--- src/sv/spsa_pkg.sv ---
package spsa_pkg;

   localparam int AXES_DEFAULT      = 6;
   localparam int POS_WIDTH_DEFAULT = 32;

   localparam int CSR_INDEX_W = 8;
   localparam int CSR_DATA_W  = 16;

   localparam logic [CSR_INDEX_W-1:0] CSR_MIN_PULSES       = 8'd0;
   localparam logic [CSR_INDEX_W-1:0] CSR_MAX_PULSES       = 8'd1;
   localparam logic [CSR_INDEX_W-1:0] CSR_ACCEL_STEP_LIMIT = 8'd2;
   localparam logic [CSR_INDEX_W-1:0] CSR_HOME_PULSES      = 8'd3;

   localparam logic [15:0] MIN_PULSES_RESET       = 16'd0;
   localparam logic [15:0] MAX_PULSES_RESET       = 16'd1000;
   localparam logic [15:0] ACCEL_STEP_LIMIT_RESET = 16'd100;
   localparam logic [15:0] HOME_PULSES_RESET      = 16'd100;

   localparam logic OP_NORMAL = 1'b0;
   localparam logic OP_HOME   = 1'b1;

   typedef struct packed {
      logic               op;
      logic [2:0]         axis;
      logic               lower_limit;
      logic [15:0]        pulses_left;
      logic signed [31:0] target_position;
   } req_type;

   typedef struct packed {
      logic [2:0]         out_axis;
      logic [15:0]        pulse_count;
      logic               direction_up;
      logic signed [31:0] position;
   } rsp_type;

endpackage

--- src/sv/servo_pulse_step_accel_limit_core.sv ---
// Flow: an accepted item sits in the input register, then its result is loaded into the
// result register and shown on rsp; it waits longer while rsp_stall holds.
// Throughput: one item per cycle unless rsp_stall holds a waiting result; the per-axis
// state update and the result register load happen at the same edge, so items for one axis may follow back to back.
// Reset (synchronous, active high) empties both stages, zeroes all axis state
// and loads the register defaults.
module servo_pulse_step_accel_limit_core #(
   parameter int AXES      = spsa_pkg::AXES_DEFAULT,
   parameter int POS_WIDTH = spsa_pkg::POS_WIDTH_DEFAULT
) (
   input  logic                                clock,
   input  logic                                reset,
   input  logic                                req_valid,
   output logic                                req_stall,
   input  spsa_pkg::req_type                   req_data,
   output logic                                rsp_valid,
   input  logic                                rsp_stall,
   output spsa_pkg::rsp_type                   rsp_data,
   input  logic                                csr_valid,
   output logic                                csr_ready,
   input  logic [spsa_pkg::CSR_INDEX_W-1:0]    csr_index,
   input  logic [spsa_pkg::CSR_DATA_W-1:0]     csr_data
);
   import spsa_pkg::*;

   localparam int P  = POS_WIDTH;
   localparam int W  = ((P > 32) ? P : 32) + 4;
   localparam int IW = (AXES > 1) ? $clog2(AXES) : 1;
   localparam logic signed [W-1:0] POS_HI = {{(W-P+1){1'b0}}, {(P-1){1'b1}}};
   localparam logic signed [W-1:0] POS_LO = ~POS_HI;

   function automatic logic signed [W-1:0] clamp_pos(input logic signed [W-1:0] v);
      logic signed [W-1:0] r;
      r = v;
      if (v > POS_HI) begin
         r = POS_HI;
      end else if (v < POS_LO) begin
         r = POS_LO;
      end
      return r;
   endfunction

   logic [15:0] min_pulses_ff, max_pulses_ff, accel_limit_ff, home_pulses_ff;

   logic               in_valid_ff;
   req_type            in_data_ff;
   logic               rsp_valid_ff;
   rsp_type            rsp_data_ff;

   logic signed [P-1:0] axis_position_ff  [AXES];
   logic signed [P-1:0] prior_position_ff [AXES];
   logic signed [P-1:0] history_position_ff [AXES];
   logic                last_direction_ff [AXES];

   logic                move;
   logic [IW+2:0]       axis_ext;
   logic [IW-1:0]       idx;
   logic                in_range;
   logic signed [W-1:0] pos_old, prior_old, left_w, tgt_w, corr, accel, lim_w;
   logic signed [W-1:0] distance, mag, max_w, min_w, cnt_w, new_pos, home_pos;
   logic                up;
   logic [15:0]         count;
   rsp_type             rsp_data_in;

   assign move      = in_valid_ff && (!rsp_valid_ff || !rsp_stall);
   assign req_stall = in_valid_ff && !move;
   assign csr_ready = 1'b1;
   assign rsp_valid = rsp_valid_ff;
   assign rsp_data  = rsp_data_ff;

   always_comb begin
      axis_ext  = {{IW{1'b0}}, in_data_ff.axis};
      idx       = axis_ext[IW-1:0];
      in_range  = (axis_ext < (IW+3)'(AXES));
      pos_old   = {{(W-P){axis_position_ff[idx][P-1]}}, axis_position_ff[idx]};
      prior_old = {{(W-P){prior_position_ff[idx][P-1]}}, prior_position_ff[idx]};
      left_w    = {{(W-16){1'b0}}, in_data_ff.pulses_left};
      tgt_w     = {{(W-32){in_data_ff.target_position[31]}}, in_data_ff.target_position};
      lim_w     = {{(W-16){1'b0}}, accel_limit_ff};
      max_w     = {{(W-16){1'b0}}, max_pulses_ff};
      min_w     = {{(W-16){1'b0}}, min_pulses_ff};

      if (in_data_ff.lower_limit) begin
         corr = '0;
      end else if (last_direction_ff[idx]) begin
         corr = clamp_pos(pos_old - left_w);
      end else begin
         corr = clamp_pos(pos_old + left_w);
      end

      accel = tgt_w - (corr <<< 1) + prior_old;
      if (accel > lim_w) begin
         accel = lim_w;
      end else if (accel < -lim_w) begin
         accel = -lim_w;
      end

      distance = corr - prior_old + accel;
      up       = !distance[W-1];
      mag      = up ? distance : -distance;
      count = (mag > max_w) ? max_pulses_ff : mag[15:0];
      if (mag < min_w) begin
         count = '0;
      end
      cnt_w   = {{(W-16){1'b0}}, count};
      new_pos = up ? clamp_pos(corr + cnt_w) : clamp_pos(corr - cnt_w);

      home_pos = in_data_ff.lower_limit ? '0 : pos_old;

      rsp_data_in.out_axis     = in_data_ff.axis;
      rsp_data_in.pulse_count  = '0;
      rsp_data_in.direction_up = 1'b0;
      rsp_data_in.position     = '0;
      if (in_range) begin
         if (in_data_ff.op == OP_HOME) begin
            rsp_data_in.pulse_count = home_pulses_ff;
            rsp_data_in.position    = home_pos[31:0];
         end else begin
            rsp_data_in.pulse_count  = count;
            rsp_data_in.direction_up = up;
            rsp_data_in.position     = new_pos[31:0];
         end
      end
   end

   always_ff @(posedge clock) begin
      if (reset) begin
         min_pulses_ff  <= MIN_PULSES_RESET;
         max_pulses_ff  <= MAX_PULSES_RESET;
         accel_limit_ff <= ACCEL_STEP_LIMIT_RESET;
         home_pulses_ff <= HOME_PULSES_RESET;
      end else if (csr_valid && csr_ready) begin
         case (csr_index)
            CSR_MIN_PULSES:       min_pulses_ff  <= csr_data;
            CSR_MAX_PULSES:       max_pulses_ff  <= csr_data;
            CSR_ACCEL_STEP_LIMIT: accel_limit_ff <= csr_data;
            CSR_HOME_PULSES:      home_pulses_ff <= csr_data;
            default: ;
         endcase
      end
   end

   always_ff @(posedge clock) begin
      if (reset) begin
         in_valid_ff  <= 1'b0;
         rsp_valid_ff <= 1'b0;
      end else begin
         if (req_valid && !req_stall) begin
            in_valid_ff <= 1'b1;
         end else if (move) begin
            in_valid_ff <= 1'b0;
         end
         if (move) begin
            rsp_valid_ff <= 1'b1;
         end else if (!rsp_stall) begin
            rsp_valid_ff <= 1'b0;
         end
      end
   end

   always_ff @(posedge clock) begin
      if (req_valid && !req_stall) begin
         in_data_ff <= req_data;
      end
      if (move) begin
         rsp_data_ff <= rsp_data_in;
      end
   end

   always_ff @(posedge clock) begin
      if (reset) begin
         for (int i = 0; i < AXES; i++) begin
            axis_position_ff[i]    <= '0;
            prior_position_ff[i]   <= '0;
            history_position_ff[i] <= '0;
            last_direction_ff[i]   <= 1'b0;
         end
      end else if (move && in_range) begin
         if (in_data_ff.op == OP_HOME) begin
            axis_position_ff[idx]    <= home_pos[P-1:0];
            prior_position_ff[idx]   <= '0;
            history_position_ff[idx] <= '0;
            last_direction_ff[idx]   <= 1'b0;
         end else begin
            axis_position_ff[idx]    <= new_pos[P-1:0];
            prior_position_ff[idx]   <= corr[P-1:0];
            history_position_ff[idx] <= prior_old[P-1:0];
            last_direction_ff[idx]   <= up;
         end
      end
   end

endmodule

--- config.mk ---
export PLATFORM = sky130hd
export DESIGN_NAME = servo_pulse_step_accel_limit_core
export DESIGN_NICKNAME = d
export VERILOG_FILES = /design/src/sv/spsa_pkg.sv /design/src/sv/servo_pulse_step_accel_limit_core.sv
export SDC_FILE = /design/constraint.sdc
export NUM_CORES = 2
export LEC_CHECK = 0
export BUFFER_PORTS_ARGS = -buffer_cell sky130_fd_sc_hd__buf_2
export CORE_MARGIN = 2
export CORE_UTILIZATION = 30
export DETAILED_ROUTE_END_ITERATION = 10
export SLEW_MARGIN = 15
export SYNTH_ARGS = -nofsm -noshare
export SYNTH_HDL_FRONTEND = slang
export SYNTH_SLANG_ARGS = --single-unit
--- constraint.sdc ---
create_clock -name clock -period 70 [get_ports clock]
set_input_delay 3.5 -clock clock [delete_from_list [all_inputs] [get_ports clock]]
set_output_delay 3.5 -clock clock [all_outputs]
set_load 0.005 [all_outputs]
==> run_results.csv <==
group,metric,value,unit
sta,finalClockSkew,0.02997,ns
routing,wl_met1,65630,µm
global_routing,grt_usage,19.21,%
synth,netlist-cell-type-count,106,
critical_path,path_class,"flip-flop to flip-flop",
synth,synth_cells,4233,
sta,setup_violations,0,
floorplanning,num_rows,141,
sta,rsz0062_at_grt,"no",
routing,dr.max_layer_used,"met5",
routing,drt_iter0_markers,4395,
power,peakVddDrop,0.04703,mV
routing,drc,0,
final_layout,final_nets,4810,
power,finalPower,2.641,mW
floorplanning,die_y,389.4,µm
critical_path,reg2reg_depth,91,
floorplanning,coreArea,147700,µm²
critical_path,crit_top_cell,"a21oi_1",
global_routing,overflow,0,
routing,wl_per_cell,23.16,µm
floorplanning,die_area,151600,µm²
cts,post_cts_resized,0,
synth,ys.flop_type,"edfxtp_1",
routing,wl_met3,10610,µm
critical_path,cp-start-kind,"flip-flop",
cts,path_clk_slew,0.06,ns
routing,route.met2.wl,67400,µm
routing,vias,34638,
place,dp_hpwl,110200,µm
floorplanning,num_io_pins,137,
floorplanning,die_w,389.4,µm
place,place_congestion,0.9846,
final_layout,drive_above_1_share,13.11,%
routing,wirelength,148800,µm
sta,maxSlewViolCount,0,
critical_path,cp-end-kind,"flip-flop",
synth,ys_seq_area_share,45.22,%
critical_path,slowest_stage,"a31o_1",
cts,numClockSinks,694,
outcome,outcome,"complete, no violations",
sta,hold_violations,0,
global_routing,grt_max_degree,76,
cts,cts_tree,"yes",
synth,yosys_warnings,0,
synth,synth_edf_count,625,
cts,clock_latency,0.69,ns
routing,drt-pass1-iter-count,6,
routing,ant_nets,0,
final_layout,final.fill_count,14811,
synth,syn_area_per_cell,10.53,µm²
synth,syn_area,44550,µm²
synth,async_flop_share,0,%
critical_path,cp_slowest_stage_delay,0.80,ns
cts,cts_root_buffer,"clkbuf_16",
cts,post_cts_buffers,0,
global_routing,antenna_found_initial,8,
synth,synth_seq_cells,694,
sta,tightest_slew,1.103,ns
routing,viasPerCell,5.392,
cts,cts_hold_buf,0,
final_layout,syn2layout_area_growth,12.85,%
sta,max-slew-margin-rel,26.50,%
power,powerDensity,52.52,nW/µm²
cts,clk_path_buf_depth,3,
sta,layout_worst_path_cycle_share,37.97,%
critical_path,worstPathMaxFanout,60,
critical_path,worstPathRequired,70.40,ns
final_layout,n_antenna_cell,0,
power,p_leak,19.52,nW
critical_path,worstPathArrival,26.97,ns
sta,post-route-min-period,26.58,ns
sta,fmax,37.63,MHz
floorplanning,start_util,30.17,%
global_routing,grt_pass1_vias,32986,
cts,h-tree-depth,3,
place,io_buffers,135,
worst_hold_path,hold_path_depth,2,
job,max_cap_viol_count,0,
global_routing,grt_pass1_wl,218400,µm
worst_hold_path,holdCritPathClass,"flip-flop to flip-flop",
cts,cts_buffers,77,
sta,tns,0,ns
## cells by family (layout without fill, tap and decap cells)
logic type	Yosys count	in the layout	share of synthesized area, %
compound gates	889	889	13.44
fa+ha+maj	299	299	9.599
other cells	2	131	0.01686
buf+inv	573	705	5.063
flops	694	694	45.22
simple gates	1377	1377	14.42
mux	235	235	9.012
xor+xnor	164	164	3.224
## path summary, 6_finish.rpt
check / startpoint / endpoint / slack (ns)
max: flip-flop / axis_position_ff[5][15] / 43.42
min: home_pulses_ff[1] / home_pulses_ff[1] / 0.46
max reg2reg: flip-flop / axis_position_ff[5][15] / 43.42
min reg2reg: home_pulses_ff[1] / home_pulses_ff[1] / 0.46
## report_power, final
part	switching, mW	internal (mW)	total, mW
Combinational	1.13	0.616	1.75
Clock	0.176	0.223	0.399
Sequential	0.0127	0.484	0.496
Total	1.32	1.32	2.64
## flip-flops by register name, indices dropped and copies added, names as in the netlist, 3 cells and up, named ones only
register	count
rsp_data	52
accel_limit_ff	16
home_pulses_ff	16
prior_position_ff	256
last_direction_ff	8
in_data_ff	50
min_pulses_ff	16
axis_position_ff	256
idx	3
max_pulses_ff	16
## worst max-delay path: cells and delay by family, from the launching register on
| family | cells | cell delay (ns) |
|---|---|---|
| multiplexers | 3 | 1.29 |
| adder cells (fa/ha/maj) | 11 | 4.47 |
| flip-flops | 1 | 0.63 |
| AND/OR/NAND/NOR | 24 | 5.27 |
| AO/OA/AOI/OAI | 41 | 11.82 |
| buffers and inverters | 9 | 2.03 |
| XOR/XNOR | 3 | 0.65 |
## final cells by class
class	instances	area, µm²	area share [%]
flip-flops and latches	694	20160	40.10
clock inverters	39	310.3	0.6171
well taps	1930	2415	4.803
clock buffers	103	2120	4.215
inverters	364	1366	2.717
multi-input cells	3095	22750	45.25
repair buffers	199	1156	2.299
## synth_stat cells, drive strengths merged, types with 25 or more instances
cell,n,area (µm²)
a211oi,44,410.4
a21o,61,457.9
a21oi,282,1460
a31oi,35,225.2
and2,26,162.7
buf,51,296.5
clkbuf,158,593.1
dfxtp,69,1381
edfxtp,625,18770
fa,72,1441
ha,225,2815
inv,360,1351
mux2i,85,858.3
mux4,130,2928
nand2,307,1152
nand2b,25,156.4
nand3,64,325.3
nand4,41,271.5
nor2,557,2091
nor3,140,747.0
o211ai,37,287.8
o21ai,161,809.5
o21bai,26,195.2
o22ai,31,206.4
or2,43,269.0
or3,39,249.0
xnor2,125,1095
xor2,39,341.6
## cell usage in the layout, fill, tap and decap left out, drive strengths merged, types with 35 or more instances in the layout
master	instances
nand4	41
nor3	140
a21o	61
a211oi	44
edfxtp	625
o21ai	161
mux4	130
dfxtp	69
nand3	64
o211ai	37
conb	131
xnor2	125
ha	225
buf	199
or2	43
fa	72
or3	39
a21oi	282
nor2	557
nand2	307
inv	368
mux2i	85
clkbuf	103
xor2	39
a31oi	35
## metrics by stage
stage	utilization [%]	area (µm²)	worst slack, ns	std cells	hold WS (ns)
4_1_cts	34.05	50280	43.74	6424	0.4557
6_report	34.05	50280	43.42	6424	0.4558
3_3_place_gp	32.40	47850	44.07	6282	0.4390
3_5_place_dp	32.40	47850	43.90	6282	0.4450
2_1_floorplan	-	45040	47.69	4362	0.4319
5_1_grt	34.05	50280	41.58	6424	0.4773
## layer usage
layer	track usage (%)	vias to the layer above
met3	2.744	247
met1	27.10	17280
li1	-	15693
met2	29.98	1408
met4	6.885	10
met5	0	-
No activity file was read; power rests on OpenSTA's default activity.
